<file path="src/design/isa_pkg.sv">
// Shared definitions for the interval slot allocator.
// Holds default sizes, field widths, result codes and the controller command word.
// No dependencies.
`default_nettype none

package isa_pkg;

  // Default sizes handed to the top level parameters.
  localparam int SlotsDefault  = 64;
  localparam int IdBitsDefault = 16;

  // Fixed widths of the port fields.
  localparam int IN_ID_W      = 16;
  localparam int SLOT_INDEX_W = 6;
  localparam int SLOTS_USED_W = 7;
  localparam int STATUS_W     = 2;

  // A pair value takes two adjacent, even-aligned slots.
  localparam int PAIR_SIZE = 2;

  // Width of one group of the two-level free-slot search.
  localparam int GROUP_W = 16;

  // Codes of the action field.
  localparam logic ACTION_ALLOC = 1'b0;
  localparam logic ACTION_CLEAR = 1'b1;

  // Codes of the status field.
  typedef enum logic [STATUS_W-1:0] {
    STATUS_ALLOC   = 2'd0,
    STATUS_FULL    = 2'd1,
    STATUS_CLEARED = 2'd2
  } status_t;

  // Commands from the controller to the datapath, one per step.
  typedef struct packed {
    logic load;
    logic expire;
    logic scan;
    logic pick;
    logic commit;
    logic clear;
  } isa_cmd_t;

endpackage

`default_nettype wire

</file>
<file path="src/design/isa_ctrl.sv">
// Controller of the interval slot allocator: sequences each word through its steps.
// Depends on isa_pkg for the command word and action codes.
`default_nettype none

module isa_ctrl import isa_pkg::*; (
  input  wire logic     clk,
  input  wire logic     rst,
  input  wire logic     start,
  input  wire logic     action,
  output isa_cmd_t      cmd,
  output logic          busy,
  output logic          done
);

  typedef enum logic [5:0] {
    S_IDLE   = 6'b000001,
    S_EXPIRE = 6'b000010,
    S_SCAN   = 6'b000100,
    S_PICK   = 6'b001000,
    S_COMMIT = 6'b010000,
    S_CLEAR  = 6'b100000
  } state_t;

  state_t state;
  state_t state_next;
  logic   accept;

  assign busy   = (state != S_IDLE);
  assign accept = start && !busy;

  // Next state: an allocation walks expire, scan, pick and commit; a clear takes one step.
  always_comb begin
    state_next = state;
    unique case (state)
      S_IDLE: begin
        if (accept) begin
          state_next = (action == ACTION_CLEAR) ? S_CLEAR : S_EXPIRE;
        end
      end
      S_EXPIRE: state_next = S_SCAN;
      S_SCAN:   state_next = S_PICK;
      S_PICK:   state_next = S_COMMIT;
      S_COMMIT: state_next = S_IDLE;
      S_CLEAR:  state_next = S_IDLE;
      default:  state_next = S_IDLE;
    endcase
  end

  always_ff @(posedge clk) begin
    if (rst) begin
      state <= S_IDLE;
      done  <= 1'b0;
    end else begin
      state <= state_next;
      done  <= (state == S_COMMIT) || (state == S_CLEAR);
    end
  end

  // Commands decoded from the state.
  always_comb begin
    cmd.load   = accept;
    cmd.expire = (state == S_EXPIRE);
    cmd.scan   = (state == S_SCAN);
    cmd.pick   = (state == S_PICK);
    cmd.commit = (state == S_COMMIT);
    cmd.clear  = (state == S_CLEAR);
  end

endmodule

`default_nettype wire

</file>
<file path="src/design/isa_dp.sv">
// Datapath of the interval slot allocator: slot table, expiry, free-slot search and commit.
// Depends on isa_pkg; driven by the command word of isa_ctrl.
`default_nettype none

module isa_dp import isa_pkg::*; #(
  parameter int SLOTS   = SlotsDefault,
  parameter int ID_BITS = IdBitsDefault
) (
  input  wire logic                    clk,
  input  wire logic                    rst,
  input  wire isa_cmd_t                cmd,
  input  wire logic [IN_ID_W-1:0]      interval_start,
  input  wire logic [IN_ID_W-1:0]      interval_end,
  input  wire logic                    needs_pair,
  output logic      [SLOT_INDEX_W-1:0] slot_index,
  output logic      [STATUS_W-1:0]     status,
  output logic      [SLOTS_USED_W-1:0] slots_used
);

  localparam int SLOT_W  = $clog2(SLOTS);
  localparam int MARK_W  = $clog2(SLOTS + 1);
  localparam int MW1     = MARK_W + 1;
  localparam int NG      = (SLOTS + GROUP_W - 1) / GROUP_W;
  localparam int GI_W    = (NG > 1) ? $clog2(NG) : 1;
  localparam int LOW_W   = $clog2(GROUP_W);
  localparam int FOUND_W = GI_W + LOW_W;

  // Interval word, ids brought to ID_BITS.
  logic [ID_BITS+IN_ID_W-1:0] start_ext;
  logic [ID_BITS+IN_ID_W-1:0] end_ext;
  logic [ID_BITS-1:0]         start_id;
  logic [ID_BITS-1:0]         end_id;
  logic                       pair_q;

  // Slot table and high-water mark.
  logic [SLOTS-1:0]   slot_busy;
  logic [ID_BITS-1:0] slot_owner_end [SLOTS];
  logic [MARK_W-1:0]  hwm;
  logic [MW1-1:0]     mark_ext;

  // Search pipeline.
  logic [NG*GROUP_W-1:0] vec_pad;
  logic [NG-1:0]         grp_hit;
  logic [NG-1:0]         grp_hit_d;
  logic [LOW_W-1:0]      grp_low   [NG];
  logic [LOW_W-1:0]      grp_low_d [NG];
  logic                  found;
  logic                  found_d;
  logic [FOUND_W-1:0]    found_idx;
  logic [FOUND_W-1:0]    found_idx_d;

  // Commit decision.
  logic [MW1-1:0]    pair_base;
  logic [MW1-1:0]    pair_slot;
  logic [MW1-1:0]    grow_slot;
  logic [MW1-1:0]    grow_top;
  logic              take;
  logic [SLOT_W-1:0] sel_slot;
  logic [SLOT_W-1:0] sel_slot_hi;
  logic [MARK_W-1:0] hwm_commit;

  // Output field conversion.
  logic [SLOT_W+SLOT_INDEX_W-1:0] sel_ext;
  logic [MARK_W+SLOTS_USED_W-1:0] used_new_ext;
  logic [MARK_W+SLOTS_USED_W-1:0] used_old_ext;

  assign start_ext = {{ID_BITS{1'b0}}, interval_start};
  assign end_ext   = {{ID_BITS{1'b0}}, interval_end};

  // Latch the interval word when it is accepted.
  always_ff @(posedge clk) begin
    if (cmd.load) begin
      start_id <= start_ext[ID_BITS-1:0];
      end_id   <= end_ext[ID_BITS-1:0];
      pair_q   <= needs_pair;
    end
  end

  assign mark_ext = {1'b0, hwm};

  // Candidate vector: free singles below the mark, or free aligned pairs below the mark.
  for (genvar i = 0; i < SLOTS; i++) begin : g_vec
    if ((i % PAIR_SIZE == 0) && (i + 1 < SLOTS)) begin : g_pair
      assign vec_pad[i] = pair_q
        ? (!slot_busy[i] && !slot_busy[i+1] && (MW1'(i + 1) < mark_ext))
        : (!slot_busy[i] && (MW1'(i) < mark_ext));
    end else begin : g_single
      assign vec_pad[i] = pair_q ? 1'b0 : (!slot_busy[i] && (MW1'(i) < mark_ext));
    end
  end
  for (genvar i = SLOTS; i < NG * GROUP_W; i++) begin : g_pad
    assign vec_pad[i] = 1'b0;
  end

  // First level of the search: lowest candidate inside each group.
  always_comb begin
    for (int g = 0; g < NG; g++) begin
      grp_hit_d[g] = 1'b0;
      grp_low_d[g] = '0;
      for (int b = GROUP_W - 1; b >= 0; b--) begin
        if (vec_pad[g*GROUP_W + b]) begin
          grp_hit_d[g] = 1'b1;
          grp_low_d[g] = LOW_W'(b);
        end
      end
    end
  end

  always_ff @(posedge clk) begin
    if (cmd.scan) begin
      grp_hit <= grp_hit_d;
      grp_low <= grp_low_d;
    end
  end

  // Second level of the search: lowest group with a candidate.
  always_comb begin
    found_d     = 1'b0;
    found_idx_d = '0;
    for (int g = NG - 1; g >= 0; g--) begin
      if (grp_hit[g]) begin
        found_d     = 1'b1;
        found_idx_d = {GI_W'(g), grp_low[g]};
      end
    end
  end

  always_ff @(posedge clk) begin
    if (cmd.pick) begin
      found     <= found_d;
      found_idx <= found_idx_d;
    end
  end

  // Growth at the mark; a pair rounds up to the next even slot.
  assign pair_base  = mark_ext + MW1'(1);
  assign pair_slot  = {pair_base[MW1-1:1], 1'b0};
  assign grow_slot  = pair_q ? pair_slot : mark_ext;
  assign grow_top   = pair_q ? (pair_slot + MW1'(PAIR_SIZE)) : (mark_ext + MW1'(1));
  assign take       = found || (grow_top <= MW1'(SLOTS));
  assign sel_slot   = found ? found_idx[SLOT_W-1:0] : grow_slot[SLOT_W-1:0];
  assign sel_slot_hi = sel_slot | SLOT_W'(1);
  assign hwm_commit = found ? hwm : grow_top[MARK_W-1:0];

  // Busy flags: cleared, expired, or set by a commit.
  always_ff @(posedge clk) begin
    if (rst) begin
      slot_busy <= '0;
    end else if (cmd.clear) begin
      slot_busy <= '0;
    end else if (cmd.expire) begin
      for (int i = 0; i < SLOTS; i++) begin
        if (slot_busy[i] && (slot_owner_end[i] < start_id)) begin
          slot_busy[i] <= 1'b0;
        end
      end
    end else if (cmd.commit && take) begin
      for (int i = 0; i < SLOTS; i++) begin
        if ((SLOT_W'(i) == sel_slot) || (pair_q && (SLOT_W'(i) == sel_slot_hi))) begin
          slot_busy[i] <= 1'b1;
        end
      end
    end
  end

  // Owner end ids, written for every slot that becomes busy.
  always_ff @(posedge clk) begin
    if (cmd.commit && take) begin
      for (int i = 0; i < SLOTS; i++) begin
        if ((SLOT_W'(i) == sel_slot) || (pair_q && (SLOT_W'(i) == sel_slot_hi))) begin
          slot_owner_end[i] <= end_id;
        end
      end
    end
  end

  // High-water mark.
  always_ff @(posedge clk) begin
    if (rst) begin
      hwm <= '0;
    end else if (cmd.clear) begin
      hwm <= '0;
    end else if (cmd.commit && take) begin
      hwm <= hwm_commit;
    end
  end

  assign sel_ext      = {{SLOT_INDEX_W{1'b0}}, sel_slot};
  assign used_new_ext = {{SLOTS_USED_W{1'b0}}, hwm_commit};
  assign used_old_ext = {{SLOTS_USED_W{1'b0}}, hwm};

  // Result word register.
  always_ff @(posedge clk) begin
    if (cmd.clear) begin
      slot_index <= '0;
      status     <= STATUS_CLEARED;
      slots_used <= '0;
    end else if (cmd.commit) begin
      if (take) begin
        slot_index <= sel_ext[SLOT_INDEX_W-1:0];
        status     <= STATUS_ALLOC;
        slots_used <= used_new_ext[SLOTS_USED_W-1:0];
      end else begin
        slot_index <= '0;
        status     <= STATUS_FULL;
        slots_used <= used_old_ext[SLOTS_USED_W-1:0];
      end
    end
  end

`ifndef SYNTHESIS
  // The mark never passes the slot count.
  a_mark_bound: assert property (@(posedge clk) disable iff (rst)
    hwm <= MARK_W'(SLOTS))
    else $error("high-water mark beyond slot count");

  // A clear leaves every slot free and the mark at zero.
  a_clear: assert property (@(posedge clk) disable iff (rst)
    cmd.clear |=> (hwm == '0) && (slot_busy == '0))
    else $error("clear left slots busy");

  // A placed interval owns its slot afterwards.
  a_take: assert property (@(posedge clk) disable iff (rst)
    (cmd.commit && take) |=> slot_busy[$past(sel_slot)])
    else $error("allocated slot not busy");

  // A pair starts on an even slot and its upper half is busy.
  a_pair_both: assert property (@(posedge clk) disable iff (rst)
    (cmd.commit && take && pair_q) |=>
      (slot_busy[$past(sel_slot_hi)] && ($past(sel_slot[0]) == 1'b0)))
    else $error("pair not aligned or not fully busy");

  // Only a clear lowers the mark.
  a_mark_grows: assert property (@(posedge clk) disable iff (rst)
    !cmd.clear |=> (hwm >= $past(hwm)))
    else $error("high-water mark dropped without clear");
`endif

endmodule

`default_nettype wire

</file>
<file path="src/design/interval_slot_allocator.sv">
// Top level of the interval slot allocator: controller plus slot datapath.
// Depends on isa_pkg, isa_ctrl and isa_dp.
//
//   channel   ports                                              handshake
//   ------    -------------------------------------------------  ----------------------
//   input     action interval_start interval_end needs_pair      start high, busy low
//   result    slot_index status slots_used                       done high, one cycle
//
// An allocation runs from accept through expiry of all slots, group search, group
// select, then commit; done rises the cycle after commit. A clear takes one step.
// busy holds off a new word until the last one is finished.
// Reset is synchronous and frees every slot and zeroes the mark at once.
// The receiver cannot stall; each result word is marked by done for exactly one cycle.
`default_nettype none

module interval_slot_allocator import isa_pkg::*; #(
  parameter int SLOTS   = SlotsDefault,
  parameter int ID_BITS = IdBitsDefault
) (
  input  wire logic                    clk,
  input  wire logic                    rst,
  input  wire logic                    start,
  output logic                         busy,
  input  wire logic                    action,
  input  wire logic [IN_ID_W-1:0]      interval_start,
  input  wire logic [IN_ID_W-1:0]      interval_end,
  input  wire logic                    needs_pair,
  output logic                         done,
  output logic      [SLOT_INDEX_W-1:0] slot_index,
  output logic      [STATUS_W-1:0]     status,
  output logic      [SLOTS_USED_W-1:0] slots_used
);

  isa_cmd_t cmd;

  // Step sequencer.
  isa_ctrl u_ctrl (
    .clk    (clk),
    .rst    (rst),
    .start  (start),
    .action (action),
    .cmd    (cmd),
    .busy   (busy),
    .done   (done)
  );

  // Slot table, search and result word.
  isa_dp #(
    .SLOTS   (SLOTS),
    .ID_BITS (ID_BITS)
  ) u_dp (
    .clk            (clk),
    .rst            (rst),
    .cmd            (cmd),
    .interval_start (interval_start),
    .interval_end   (interval_end),
    .needs_pair     (needs_pair),
    .slot_index     (slot_index),
    .status         (status),
    .slots_used     (slots_used)
  );

endmodule

`default_nettype wire
</file>
<file path="config.mk">
export PLATFORM = sky130hd
export DESIGN_NAME = interval_slot_allocator
export DESIGN_NICKNAME = d
export VERILOG_FILES = /design/src/design/isa_pkg.sv /design/src/design/isa_ctrl.sv /design/src/design/isa_dp.sv /design/src/design/interval_slot_allocator.sv
export SDC_FILE = /design/constraint.sdc
export NUM_CORES = 2
export LEC_CHECK = 0
export CORE_MARGIN = 2
export CORE_UTILIZATION = 66
export CTS_BUF_LIST = sky130_fd_sc_hd__clkbuf_8
export CTS_CLUSTER_SIZE = 30
export DETAILED_ROUTE_END_ITERATION = 10
export DONT_BUFFER_PORTS = 1
export PLACE_DENSITY = 0.82
export SETUP_SLACK_MARGIN = 0.4
export SYNTH_ARGS = -nofsm -noshare
export SYNTH_HDL_FRONTEND = slang
export SYNTH_SLANG_ARGS = --single-unit
</file>
<file path="constraint.sdc">
create_clock -name clk -period 4.5 [get_ports clk]
set_input_delay 0.675 -clock clk [delete_from_list [all_inputs] [get_ports clk]]
set_output_delay 0.675 -clock clk [all_outputs]
set_load 0.05 [all_outputs]
</file>
* Word level (Yosys, flattened, before mapping) *
Memory sizes are Yosys's and may differ from the RTL's.
Cells that the tools add are included.

storage, ports and cells
  register bits after elaboration = 153
  bits in writable memories = 1024
  output and inout port bits = 17
  memories = 1

memory list
  memory               words  width  read ports  clocked after Yosys merged registers in  write ports  RTL line      source
  u_dp.slot_owner_end  64     16     64          0                                        2            isa_dp.sv:37  logic [ID_BITS-1:0] slot_owner_end [SLOTS];

cells by class
  $add $sub $neg = 2
  order comparisons = 129
  eq/ne operators = 166
  multiplexer cells = 651
  reduce and logical (&&, ||, !) cells = 540

operator list
  cell                                                       number
  less-than comparator 16 bit                                64
  two-way mux 16 bit                                         62
  OR reduction 16 bit                                        62
  two-way mux 1 bit                                          456
  two-way mux 6 bit                                          69
  logical AND 1 bit                                          227
  less-than comparator 6 x 7 -> 1 bit, first input constant  32
  == test 6 bit, first input constant                        32
  AND reduction 3 bit                                        64
  two-way mux 4 bit                                          33
  inequality test 2 x 1 -> 1 bit, second input constant      65
  nonzero test 2 bit                                         65
  two-way mux 64 bit                                         2
  less-than comparator 5 x 7 -> 1 bit, first input constant  16
  == test 5 x 6 -> 1 bit, first input constant               16
  == test 5 bit, first input constant                        16
  zero test 1 bit                                            65
  OR reduction 15 bit                                        4
  less-than comparator 4 x 7 -> 1 bit, first input constant  8
  == test 4 x 6 -> 1 bit, first input constant               8
  two-way mux 3 bit                                          16
  == test 4 x 5 -> 1 bit, first input constant               8
  logical OR 1 bit                                           35
  OR reduction 8 bit                                         4
  29 further kinds                                           59

* Longest topological paths before layout *
  depth after elaboration = 41
  mapped depth = 14

* By module *
A second synthesis with hierarchy kept.

second synthesis, totals
  cell total of the unflattened synthesis = 4467
  area total of the unflattened synthesis = 60331.6 µm²

modules (own cells, without submodules)
  module    instances  cells each  area each (µm²)
  isa_dp    1          4429        59978.8
  isa_ctrl  1          38          352.8

* Worst setup path after synthesis *
No wires, ideal clock.

  path kind = reg2reg
  start = register u_dp.hwm[0]
  end = memory u_dp.slot_owner_end[0][256] in the netlist's numbering, enable pin
  arrival = 3.401 ns
  slack = 0.687 ns
  stages on the path, launching flop included = 13
  buffers on the path = 2
  clock period less this slack = 3.813 ns
  cells stage by stage = dfxtp_1 ha_1 buf_4 xnor2_2 inv_1 ha_1 nand2_1 a21oi_1 xor2_1 o32ai_4 a21oi_2 buf_2 nor3_1

RTL lines
  element                 RTL line       source
  from (decl)             isa_dp.sv:38   logic [MARK_W-1:0] hwm;
  from (signal assigned)  isa_dp.sv:184  hwm <= hwm_commit;
  to (decl)               isa_dp.sv:37

==> flow_metrics.tcl <==
set metrics [dict create \
    top_layer "met5" \
    drc 0 \
    fin_tns_setup_ps 0 \
    vdd_drop_max_mv 0.579 \
    worstHoldPathCells 2 \
    ff_latch_area_sq_mm 0.0344 \
    wl_met2_um 75100 \
    slew_viol_final 0 \
    dr.first_iter.drc_count 4710 \
    grt_overflow 0 \
    clock_power_share_pct 37.2 \
    outcome "finished, final reports clean" \
    hold_class "input pin to flip-flop" \
    p_seq_share_pct 52.5 \
    viasPerCell 6.76 \
    cpMaxStageDelayCell "nor3_2" \
    drt.antenna.violating_nets 0 \
    r2r-start "u_dp.hwm[0]" \
    dpl.hpwl_um 103000 \
    clock_path_buffers 3 \
    cap_violations 0 \
    min_to "u_ctrl.state[3]" \
    die-width_um 304 \
    dieHeight_um 304 \
    synth-seq-cells 1177 \
    synth_seq_area_share_pct 57.9 \
    portBuffers 0 \
    vias 40570 \
    clk_latency_ps 890 \
    dieArea_sq_mm 0.0925 \
    drive_gt1_share_pct 9.50 \
    place_congestion 1.04 \
    rsz0062_at_grt "true" \
    cts.sinks 1177 \
    synth_area_sq_mm 0.0595 \
    grt_max_degree 66 \
    wire_per_inst_um 28.0 \
    pin_count 54 \
    crit_chain "ha_1 -> nand2_1 -> a21boi_0 -> o21ai_0 -> nor3_1 -> nand2_1 -> nor3_2" \
    syn_nets 5371 \
    cp_num_buf_inv 0 \
    cts_root_buffer "clkbuf_8" \
    relSlewSlack_pct 11.6 \
    first_global_vias 40366 \
    rows 110 \
    start_util_pct 66.4 \
    min_period_ps 4040 \
    dr.pass1.iters 6 \
    synth_area_leaders "edfxtp_1 55%, ha_1 20%, dfxtp_1 3.1%, a21oi_1 2.9%, a21o_1 2.9%" \
    path_delay_family "simple AND/OR/NAND/NOR gates" \
    combPwrFrac_pct 10.3 \
    ys_types 76 \
    fmax_mhz 247 \
    cp-start-kind "flip-flop" \
    p_int_mw 17.2 \
    clkTransAtPathRegs_ps 70 \
    r2r_end "u_dp.slot_owner_end[1][147]" \
    yosys.area.top_type "edfxtp_1" \
    syn_inst 4372 \
    synth_area_per_cell_sq_um 13.6 \
    synth_edf_count 1084 \
    cts_buffers 185 \
    area_growth_pct 11.0 \
    drt_wl_total_um 168000 \
    arrival_ps 4510 \
    leakagePower_nw 26.6 \
    wl_met1_um 62600 \
    grt_first_pass_wirelength_um 247000 \
    multi_input_area_sq_mm 0.0246 \
    yosysMostFrequentCell "edfxtp_1" \
    synthFlopType "edfxtp_1" \
    hold_viol 0 \
    end_kind "flip-flop" \
    yosys-top-cells-count "1084 x edfxtp_1, 962 x ha_1, 346 x a21oi_1" \
    nets 5663 \
    crit_path_max_incr_delay_ps 1080 \
    fill_cells 5540 \
    yosysTopAreaCellShare_pct 54.7 \
    r2r_cells 7 \
    tightest_slew_ps 1320 \
    power_density_mw_per_mm2 350 \
    yosys_warnings 0 \
    cp_max_fo 17 \
    p_switching_mw 5.94 \
    crit_type "flip-flop to flip-flop" \
    rrSetupSlack_ps 460 \
    route.met3.wl_um 20700 \
    antenna_found_initial 3 \
    h-tree-depth 4 \
    async_flop_share_pct 0 \
    grtUsageTotal_pct 36.3 \
    skew_ps 54.5 \
    pre_cts_ws_ps 624 \
    cp_common_cell "nand2_1" \
    swShare_pct 25.7 \
    worst-endpoint-required_ps 4970 \
    timing.final.ws_setup_ps 458 \
    finalSetupViolCount 0 \
    core_area_sq_mm 0.0896 \
    cts_tree "done" \
    holdCritStartpoint "start" \
    fin_crit_sh_pct 89.8 \
]
[registers in the layout, indices dropped and copies added (netlist names)]
register             count
u_dp.found_idx           6
u_dp.slot_index          6
u_dp.start_id           16
u_dp.status              2
u_dp.end_id             16
u_dp.found               1
u_dp.hwm                 7
u_dp.grp_hit             4
u_dp.grp_low            16
u_dp.slots_used          7
u_dp.slot_busy          64
u_ctrl.done              1
u_dp.pair_q              1
u_dp.slot_owner_end   1024
u_ctrl.state             6
[logic make-up after synthesis]
group           after synthesis  synth area share, %
buf+inv                     164                 1.10
flops                      1177                 57.9
fa+ha+maj                   970                 20.4
simple gates                882                 7.66
xor+xnor                     15                0.234
mux                           5               0.0842
compound gates             1159                 12.7
[worst max path at each step]
stage	startpoint	to	slack, ps	depth (start not counted)
final	u_dp.hwm[0]	u_dp.slot_owner_end[1][147]	460	7
after global routing	u_dp.hwm[0]	u_dp.slot_owner_end[1][148]	360	7
after CTS	u_dp.hwm[0]	u_dp.slot_owner_end[0][249]	600	11
after detailed placement	u_dp.hwm[0]	u_dp.slot_owner_end[0][242]	620	11
after global placement	u_dp.hwm[0]	u_dp.slot_owner_end[0][241]	690	11
after floorplan	u_dp.hwm[0]	u_dp.slot_owner_end[0][256]	690	12
[through the flow]
| stage | utilization (%) | cells | area, sq um | hold slack (ps) | total power, mW |
|---|---|---|---|---|---|
| after detailed placement | 69.3 | 5614 | 62100 | 454 | 14.6 |
| after global routing | 73.7 | 6000 | 66000 | 86.0 | 23.8 |
| after global placement | 69.3 | 5614 | 62100 | 444 | 14.5 |
| final | 73.7 | 6000 | 66000 | 87.7 | 23.1 |
| after floorplan | - | 4372 | 59500 | 434 | 13.6 |
| after CTS | 73.6 | 5997 | 66000 | 37.2 | 23.0 |
[repair_timing]
| action | CTS | global route |
|---|---|---|
| endpoints found under the hold margin | 36 | 0 |
| setup buffers | 0 | 0 |
| hold buffers | 37 | 0 |
| gates resized for setup | 0 | 4 |
| setup endpoints to repair | 0 | 78 |
[area by class of cell]
cell class | instances | area share, %
inverter | 84 | 0.529
antenna | 1 | 0.00379
timing repair buffer | 185 | 2.52
clock inverter | 137 | 1.00
multi-input combinational | 3031 | 37.2
sequential | 1177 | 52.1
tap | 1176 | 2.23
clock buffer | 209 | 4.36
[routing by layer]
layer | GRT usage, % | vias up
met2 | 56.2 | 2627
li1 | - | 17848
met1 | 47.5 | 19450
met4 | 20.3 | 2
met3 | 8.64 | 643
met5 | 0 | -
[cells in the final DEF (no fill, tap or decap), drive strengths merged, types with 116 or more instances in the layout]
master / instances
edfxtp: 1084
ha: 962
a21oi: 349
o21ai: 228
a21o: 226
nor2: 214
clkbuf: 209
inv: 173
buf: 148
nand2: 120
nor2b: 116
[power by group through the flow]
stage	sequential, mW	clock (mW)	combinational [mW]
after floorplan	12.4	0	1.17
after global placement	12.4	0	2.15
after detailed placement	12.4	0	2.25
after CTS	12.1	8.59	2.31
after global routing	12.1	9.11	2.58
final	12.1	8.60	2.38
No activity file was read; power rests on OpenSTA's default activity.
